### src/hw/rtl/aes_pkg.sv
`timescale 1ns / 1ps
// ----------------------------------------------------------------------------
// AES-128 package
// Shared types, S-box tables and GF(2^8) helpers for the AES-128 core.
// ----------------------------------------------------------------------------
package aes_pkg;

  localparam int unsigned NumRounds = 10;

  typedef enum logic [0:0] {
    OP_ENCRYPT = 1'b0,
    OP_DECRYPT = 1'b1
  } aes_op_t;

  typedef enum logic [0:0] {
    REG_KEY_HIGH = 1'b0,
    REG_KEY_LOW  = 1'b1
  } aes_reg_t;

  typedef struct packed {
    logic        op;
    logic [63:0] block_high;
    logic [63:0] block_low;
  } aes_in_t;

  typedef struct packed {
    logic [63:0] result_high;
    logic [63:0] result_low;
  } aes_out_t;

  localparam logic [7:0] SBOX [256] = '{
    8'h63,8'h7c,8'h77,8'h7b,8'hf2,8'h6b,8'h6f,8'hc5,8'h30,8'h01,8'h67,8'h2b,8'hfe,8'hd7,8'hab,8'h76,
    8'hca,8'h82,8'hc9,8'h7d,8'hfa,8'h59,8'h47,8'hf0,8'had,8'hd4,8'ha2,8'haf,8'h9c,8'ha4,8'h72,8'hc0,
    8'hb7,8'hfd,8'h93,8'h26,8'h36,8'h3f,8'hf7,8'hcc,8'h34,8'ha5,8'he5,8'hf1,8'h71,8'hd8,8'h31,8'h15,
    8'h04,8'hc7,8'h23,8'hc3,8'h18,8'h96,8'h05,8'h9a,8'h07,8'h12,8'h80,8'he2,8'heb,8'h27,8'hb2,8'h75,
    8'h09,8'h83,8'h2c,8'h1a,8'h1b,8'h6e,8'h5a,8'ha0,8'h52,8'h3b,8'hd6,8'hb3,8'h29,8'he3,8'h2f,8'h84,
    8'h53,8'hd1,8'h00,8'hed,8'h20,8'hfc,8'hb1,8'h5b,8'h6a,8'hcb,8'hbe,8'h39,8'h4a,8'h4c,8'h58,8'hcf,
    8'hd0,8'hef,8'haa,8'hfb,8'h43,8'h4d,8'h33,8'h85,8'h45,8'hf9,8'h02,8'h7f,8'h50,8'h3c,8'h9f,8'ha8,
    8'h51,8'ha3,8'h40,8'h8f,8'h92,8'h9d,8'h38,8'hf5,8'hbc,8'hb6,8'hda,8'h21,8'h10,8'hff,8'hf3,8'hd2,
    8'hcd,8'h0c,8'h13,8'hec,8'h5f,8'h97,8'h44,8'h17,8'hc4,8'ha7,8'h7e,8'h3d,8'h64,8'h5d,8'h19,8'h73,
    8'h60,8'h81,8'h4f,8'hdc,8'h22,8'h2a,8'h90,8'h88,8'h46,8'hee,8'hb8,8'h14,8'hde,8'h5e,8'h0b,8'hdb,
    8'he0,8'h32,8'h3a,8'h0a,8'h49,8'h06,8'h24,8'h5c,8'hc2,8'hd3,8'hac,8'h62,8'h91,8'h95,8'he4,8'h79,
    8'he7,8'hc8,8'h37,8'h6d,8'h8d,8'hd5,8'h4e,8'ha9,8'h6c,8'h56,8'hf4,8'hea,8'h65,8'h7a,8'hae,8'h08,
    8'hba,8'h78,8'h25,8'h2e,8'h1c,8'ha6,8'hb4,8'hc6,8'he8,8'hdd,8'h74,8'h1f,8'h4b,8'hbd,8'h8b,8'h8a,
    8'h70,8'h3e,8'hb5,8'h66,8'h48,8'h03,8'hf6,8'h0e,8'h61,8'h35,8'h57,8'hb9,8'h86,8'hc1,8'h1d,8'h9e,
    8'he1,8'hf8,8'h98,8'h11,8'h69,8'hd9,8'h8e,8'h94,8'h9b,8'h1e,8'h87,8'he9,8'hce,8'h55,8'h28,8'hdf,
    8'h8c,8'ha1,8'h89,8'h0d,8'hbf,8'he6,8'h42,8'h68,8'h41,8'h99,8'h2d,8'h0f,8'hb0,8'h54,8'hbb,8'h16
  };

  localparam logic [7:0] INV_SBOX [256] = '{
    8'h52,8'h09,8'h6a,8'hd5,8'h30,8'h36,8'ha5,8'h38,8'hbf,8'h40,8'ha3,8'h9e,8'h81,8'hf3,8'hd7,8'hfb,
    8'h7c,8'he3,8'h39,8'h82,8'h9b,8'h2f,8'hff,8'h87,8'h34,8'h8e,8'h43,8'h44,8'hc4,8'hde,8'he9,8'hcb,
    8'h54,8'h7b,8'h94,8'h32,8'ha6,8'hc2,8'h23,8'h3d,8'hee,8'h4c,8'h95,8'h0b,8'h42,8'hfa,8'hc3,8'h4e,
    8'h08,8'h2e,8'ha1,8'h66,8'h28,8'hd9,8'h24,8'hb2,8'h76,8'h5b,8'ha2,8'h49,8'h6d,8'h8b,8'hd1,8'h25,
    8'h72,8'hf8,8'hf6,8'h64,8'h86,8'h68,8'h98,8'h16,8'hd4,8'ha4,8'h5c,8'hcc,8'h5d,8'h65,8'hb6,8'h92,
    8'h6c,8'h70,8'h48,8'h50,8'hfd,8'hed,8'hb9,8'hda,8'h5e,8'h15,8'h46,8'h57,8'ha7,8'h8d,8'h9d,8'h84,
    8'h90,8'hd8,8'hab,8'h00,8'h8c,8'hbc,8'hd3,8'h0a,8'hf7,8'he4,8'h58,8'h05,8'hb8,8'hb3,8'h45,8'h06,
    8'hd0,8'h2c,8'h1e,8'h8f,8'hca,8'h3f,8'h0f,8'h02,8'hc1,8'haf,8'hbd,8'h03,8'h01,8'h13,8'h8a,8'h6b,
    8'h3a,8'h91,8'h11,8'h41,8'h4f,8'h67,8'hdc,8'hea,8'h97,8'hf2,8'hcf,8'hce,8'hf0,8'hb4,8'he6,8'h73,
    8'h96,8'hac,8'h74,8'h22,8'he7,8'had,8'h35,8'h85,8'he2,8'hf9,8'h37,8'he8,8'h1c,8'h75,8'hdf,8'h6e,
    8'h47,8'hf1,8'h1a,8'h71,8'h1d,8'h29,8'hc5,8'h89,8'h6f,8'hb7,8'h62,8'h0e,8'haa,8'h18,8'hbe,8'h1b,
    8'hfc,8'h56,8'h3e,8'h4b,8'hc6,8'hd2,8'h79,8'h20,8'h9a,8'hdb,8'hc0,8'hfe,8'h78,8'hcd,8'h5a,8'hf4,
    8'h1f,8'hdd,8'ha8,8'h33,8'h88,8'h07,8'hc7,8'h31,8'hb1,8'h12,8'h10,8'h59,8'h27,8'h80,8'hec,8'h5f,
    8'h60,8'h51,8'h7f,8'ha9,8'h19,8'hb5,8'h4a,8'h0d,8'h2d,8'he5,8'h7a,8'h9f,8'h93,8'hc9,8'h9c,8'hef,
    8'ha0,8'he0,8'h3b,8'h4d,8'hae,8'h2a,8'hf5,8'hb0,8'hc8,8'heb,8'hbb,8'h3c,8'h83,8'h53,8'h99,8'h61,
    8'h17,8'h2b,8'h04,8'h7e,8'hba,8'h77,8'hd6,8'h26,8'he1,8'h69,8'h14,8'h63,8'h55,8'h21,8'h0c,8'h7d
  };

  localparam logic [7:0] RCON [10] = '{
    8'h01,8'h02,8'h04,8'h08,8'h10,8'h20,8'h40,8'h80,8'h1b,8'h36
  };

  function automatic logic [7:0] xtime(input logic [7:0] a);
    xtime = {a[6:0], 1'b0} ^ (a[7] ? 8'h1b : 8'h00);
  endfunction

  // Byte i of the state sits at bits 127-8i down to 120-8i.
  function automatic logic [7:0] get_byte(input logic [127:0] s, input int i);
    get_byte = s[127 - 8 * i -: 8];
  endfunction

  function automatic logic [127:0] next_round_key(input logic [127:0] p,
                                                  input logic [7:0] rc);
    logic [31:0] w0, w1, w2, w3, t;
    w0 = p[127:96];
    w1 = p[95:64];
    w2 = p[63:32];
    w3 = p[31:0];
    t  = {SBOX[w3[23:16]] ^ rc, SBOX[w3[15:8]], SBOX[w3[7:0]], SBOX[w3[31:24]]};
    w0 = w0 ^ t;
    w1 = w1 ^ w0;
    w2 = w2 ^ w1;
    w3 = w3 ^ w2;
    next_round_key = {w0, w1, w2, w3};
  endfunction

  function automatic logic [127:0] sub_shift(input logic [127:0] s, input logic inv);
    logic [127:0] r;
    int src;
    r = '0;
    for (int i = 0; i < 16; i++) begin
      if (inv) begin
        src = (i - 4 * (i % 4) + 16) % 16;
        r[127 - 8 * i -: 8] = INV_SBOX[get_byte(s, src)];
      end else begin
        src = (i + 4 * (i % 4)) % 16;
        r[127 - 8 * i -: 8] = SBOX[get_byte(s, src)];
      end
    end
    sub_shift = r;
  endfunction

  function automatic logic [31:0] mix_col(input logic [31:0] c, input logic inv);
    logic [7:0] a0, a1, a2, a3, x0, x1, x2, x3, y0, y1, y2, y3;
    logic [7:0] u, v;
    a0 = c[31:24];
    a1 = c[23:16];
    a2 = c[15:8];
    a3 = c[7:0];
    if (inv) begin
      // Inverse mix as a pre-step on the forward mix.
      u  = xtime(xtime(a0 ^ a2));
      v  = xtime(xtime(a1 ^ a3));
      a0 = a0 ^ u;
      a1 = a1 ^ v;
      a2 = a2 ^ u;
      a3 = a3 ^ v;
    end
    x0 = xtime(a0);
    x1 = xtime(a1);
    x2 = xtime(a2);
    x3 = xtime(a3);
    y0 = x0 ^ x1 ^ a1 ^ a2 ^ a3;
    y1 = a0 ^ x1 ^ x2 ^ a2 ^ a3;
    y2 = a0 ^ a1 ^ x2 ^ x3 ^ a3;
    y3 = x0 ^ a0 ^ a1 ^ a2 ^ x3;
    mix_col = {y0, y1, y2, y3};
  endfunction

  function automatic logic [127:0] mix_state(input logic [127:0] s, input logic inv);
    mix_state = {mix_col(s[127:96], inv), mix_col(s[95:64], inv),
                 mix_col(s[63:32], inv), mix_col(s[31:0], inv)};
  endfunction

endpackage

### src/hw/rtl/aes_key_sched.sv
`timescale 1ns / 1ps
// ----------------------------------------------------------------------------
// AES-128 key schedule
// Expands the cipher key into the eleven round keys, one round per cycle
// after a key write, and holds them until the key changes.
// ----------------------------------------------------------------------------
module aes_key_sched
  import aes_pkg::*;
(
  input  logic           clk,
  input  logic           rst,
  input  logic           load,
  input  logic [127:0]   key,
  output logic           ready,
  output logic [127:0]   round_keys [NumRounds + 1]
);

  logic [3:0] step;

  always_ff @(posedge clk) begin
    if (rst) begin
      step <= 4'(NumRounds);
      for (int r = 0; r <= NumRounds; r++) begin
        round_keys[r] <= '0;
      end
    end else if (load) begin
      round_keys[0] <= key;
      step          <= '0;
    end else if (step < 4'(NumRounds)) begin
      round_keys[step + 4'd1] <= next_round_key(round_keys[step], RCON[step]);
      step                    <= step + 4'd1;
    end
  end

  assign ready = (step == 4'(NumRounds)) && !load;

endmodule

### config.mk
export PLATFORM = sky130hd
export DESIGN_NAME = aes_key_sched
export DESIGN_NICKNAME = d
export VERILOG_FILES = /design/src/hw/rtl/aes_pkg.sv /design/src/hw/rtl/aes_key_sched.sv
export SDC_FILE = /design/constraint.sdc
export NUM_CORES = 2
export LEC_CHECK = 0
export ABC_AREA = 1
export BUFFER_PORTS_ARGS = -buffer_cell sky130_fd_sc_hd__buf_2
export CAP_MARGIN = 0
export CORE_AREA = 3 3 599 601
export CTS_CLUSTER_SIZE = 40
export DETAILED_ROUTE_END_ITERATION = 16
export DIE_AREA = 0 0 602 604
export GPL_TIMING_DRIVEN = 0
export MAX_ROUTING_LAYER = met4
export PLACE_DENSITY = 0.43
export REMOVE_ABC_BUFFERS = 1
export SYNTH_ARGS = -nofsm -noshare
export SYNTH_HDL_FRONTEND = slang
export SYNTH_SLANG_ARGS = --single-unit
### constraint.sdc
create_clock -name clk -period 4.8 [get_ports clk]
set_clock_uncertainty 0.15 [all_clocks]
set_input_delay 0.24 -clock clk [delete_from_list [all_inputs] [get_ports clk]]
set_output_delay 0.24 -clock clk [all_outputs]
set_load 0.05 [all_outputs]
==> results.json <==
{
  "drt.antenna.violating_nets": 0,
  "reg2reg_slack_ns": 0.06,
  "use_met2": 0.493,
  "routed_via_density": 5.19,
  "rr_endpoint": "round_keys[1286]",
  "yosys_warnings": 0,
  "setup_tns_ns": 0,
  "routed_wl_um": 597000,
  "clkLatencyLatePin_ns": 0.95,
  "layout.filler_cells": 38876,
  "clk_path_buf_depth": 4,
  "cts_tree": "built",
  "ff2ff_path_depth": 28,
  "dr_total_vias": 103529,
  "crit_start": "step[2]",
  "synth.avg_cell_area_um2": 6.19,
  "ys_seq_elements": 1412,
  "globalRouteTotalUtil": 0.315,
  "placeableCoreArea_mm2": 0.353,
  "max-cap-violations": 0,
  "synth-async-reset-ratio": 0,
  "share_of_the_yosys_chip_area_belonging_to_registers": 0.340,
  "max_clock_freq_mhz": 211,
  "syn_to_final_growth_pct": 39.7,
  "synthCells": 13419,
  "die_width_um": 602,
  "die-height_um": 604,
  "initial_core_utilization": 0.235,
  "cts-buffers-inserted": 184,
  "irDropWorstVdd_mv": 0.287,
  "global_route.overflow_total": 0,
  "place_inst": 18875,
  "synth_top_cells_by_area": "sky130_fd_sc_hd__dfxtp_1, sky130_fd_sc_hd__nand2_1, sky130_fd_sc_hd__nand3_1, sky130_fd_sc_hd__inv_1, sky130_fd_sc_hd__a21oi_1",
  "worst_slew_margin_rel": 0.220,
  "setup.worst_path.end_class": "flop",
  "netlist.area_leader.share": 0.340,
  "synth_cell_type_count": 46,
  "cts.clk_slew.worst_paths_ns": 0.06,
  "io_pins": 1540,
  "hold_violations": 0,
  "timing.final.crit_period_ns": 4.74,
  "endpoint": "round_keys[1286]",
  "synth_top_cells_by_count": "sky130_fd_sc_hd__nand2_1, sky130_fd_sc_hd__inv_1, sky130_fd_sc_hd__nand3_1",
  "startpoint_type": "flop",
  "timing.critical_path.slowest_stage_cell": "sky130_fd_sc_hd__dfxtp_4",
  "fin_crit_sh": 0.987,
  "htreeDepth": 4,
  "drive_above_1_share": 0.222,
  "port_buffer_cells": 1539,
  "final-instance-count-excl-fill": 19932,
  "first_global_vias": 92536,
  "powerDensity_mw_per_mm2": 376,
  "finalSetupViolCount": 0,
  "ys.flop_type": "sky130_fd_sc_hd__dfxtp_1",
  "synth_edf_count": 0,
  "maxSlewViolCount": 0,
  "hp-class": "in -> reg",
  "crit_top_cell": "sky130_fd_sc_hd__nand2_1",
  "tritoncts_num_sinks": 1412,
  "post-dp-hpwl_um": 378000,
  "global_route.usage.met1": 0.388,
  "drc": 0,
  "critPathKind": "reg -> reg",
  "worstReg2RegStart": "step[2]",
  "critPathRequiredTime_ns": 5.44,
  "grt.met3_usage": 0.0669,
  "antenna_found_initial": 42,
  "global_route_wire_length_before_repair_um": 794000,
  "globalplace.congestion": 0.953,
  "finalNetCount": 15241,
  "critical_path.max_fanout": 11,
  "firstDrtPassIters": 9,
  "worst_slew_pin_slew_ns": 1.17,
  "cellLeakagePower_uw": 0.0590,
  "synth_top_cell_by_area": "sky130_fd_sc_hd__dfxtp_1",
  "drtIter0Drc": 12702,
  "core.rowCount": 218,
  "pin_count_of_the_biggest_net_entering_global_routing": 133,
  "arrival_ns": 5.38,
  "grt-busiest-layer": "met2",
  "synth_most_common_cell": "sky130_fd_sc_hd__nand2_1",
  "syn-cell-area_mm2": 0.0831,
  "outcome": "finished clean",
  "cts.root.buffer_cell": "sky130_fd_sc_hd__clkbuf_16",
  "critical_path.max_stage_delay_ns": 0.36,
  "wl_per_cell_um": 30.0,
  "design.die.area_mm2": 0.364
}
[metrics by stage]
step                      worst slack (ns)  power, µW  utilization  hold slack (ns)  instance area, µm²
final                               0.0604      43700        0.329           0.0515              116000
after global routing               -0.0279      45100        0.329          0.00979              116000
after CTS                          -0.0129      42700        0.322          0.00304              114000
after detailed placement             -4.98      24700        0.274            0.343               96900
after global placement              -98.49      25100        0.260            0.341               92000
after floorplan                     -25.07      19300            -            0.159               78400
[cells in the final DEF, fill, tap and decap left out, drive strengths merged, types with 251 or more instances in the layout]
| cell | n |
|---|---|
| buf | 2126 |
| o21ai | 1270 |
| nor2 | 946 |
| a21oi | 1183 |
| nand2 | 2892 |
| dlygate4sd3 | 251 |
| clkbuf | 282 |
| o211ai | 426 |
| inv | 2123 |
| nand3 | 1820 |
| dfxtp | 1412 |
[what timing repair did]
item                       4_1_cts  5_1_grt
setup endpoints to repair     1408      950
setup buffers                  292       76
hold buffers                   251        0
cloned                          74       27
hold endpoints to repair       175        0
pin swaps                      128       92
resized for setup              797      272
[logic make-up (layout without fill, tap and decap cells)]
family                   count (synthesis)  count (layout)  share of synthesized area
other                                    0              10                          0
adder cells (fa/ha/maj)                 60              60                    0.00903
AND/OR/NAND/NOR                       5669            5708                      0.291
XOR/XNOR                                 9               9                   0.000948
AO/OA/AOI/OAI                         3110            3110                      0.206
flip-flops                            1412            1412                      0.340
multiplexers                             1               1                   0.000120
buffers and inverters                 3158            4892                      0.153
[worst max-delay path, delay by kind of cell (launching register included)]
family | cells | cell delay, ns
AOI/OAI and AO/OA | 3 | 0.49
DFF | 1 | 0.36
and+or+nand+nor | 16 | 1.97
buffers and inverters | 8 | 1.11
adders and majority gates | 1 | 0.30
[cell type report]
class                           count  area [µm²]  area share
Tap cell                         4730        5920      0.0510
Clock inverter                     56         749     0.00645
Antenna cell                       10        25.0    0.000216
Clock buffer                      272        5420      0.0467
Timing Repair Buffer             2428       20000       0.173
Sequential cell                  1412       28300       0.244
Inverter                         2128        8300      0.0715
Timing Repair inverter              8        70.1    0.000603
Multi-Input combinational cell   8888       47300       0.407
[metal layers]
| layer | routed length, µm | up-vias |
|---|---|---|
| met3 | 54800 | 1329 |
| met2 | 266000 | 5647 |
| met1 | 240000 | 49685 |
| met5 | 0 | - |
| li1 | - | 46868 |
| met4 | 36300 | 0 |
[flip-flops by register name, summed over array words and instances (netlist names)]
signal	count
round_keys	1408
step	4
[where the power goes]
group | internal, µW | leakage [µW] | switching (µW) | total [µW]
combinational | 4620 | 0.0446 | 12100 | 16700
clock | 8470 | 0.00302 | 6270 | 14700
sequential | 12000 | 0.0114 | 238 | 12200
total | 25100 | 0.0590 | 18600 | 43700
[worst min-delay path by stage]
stage                                start               end  slack (ns)  depth (start not counted)
final                                 load  round_keys[1327]        0.05                          4
after global routing                  load  round_keys[1316]        0.01                          4
after CTS                          key[85]  round_keys[1365]       0.003                          4
after detailed placement  round_keys[1325]  round_keys[1325]        0.34                          2
after global placement    round_keys[1340]  round_keys[1340]        0.34                          2
after floorplan                        rst  round_keys[1280]        0.16                          1
No activity file was read; power rests on OpenSTA's default activity.
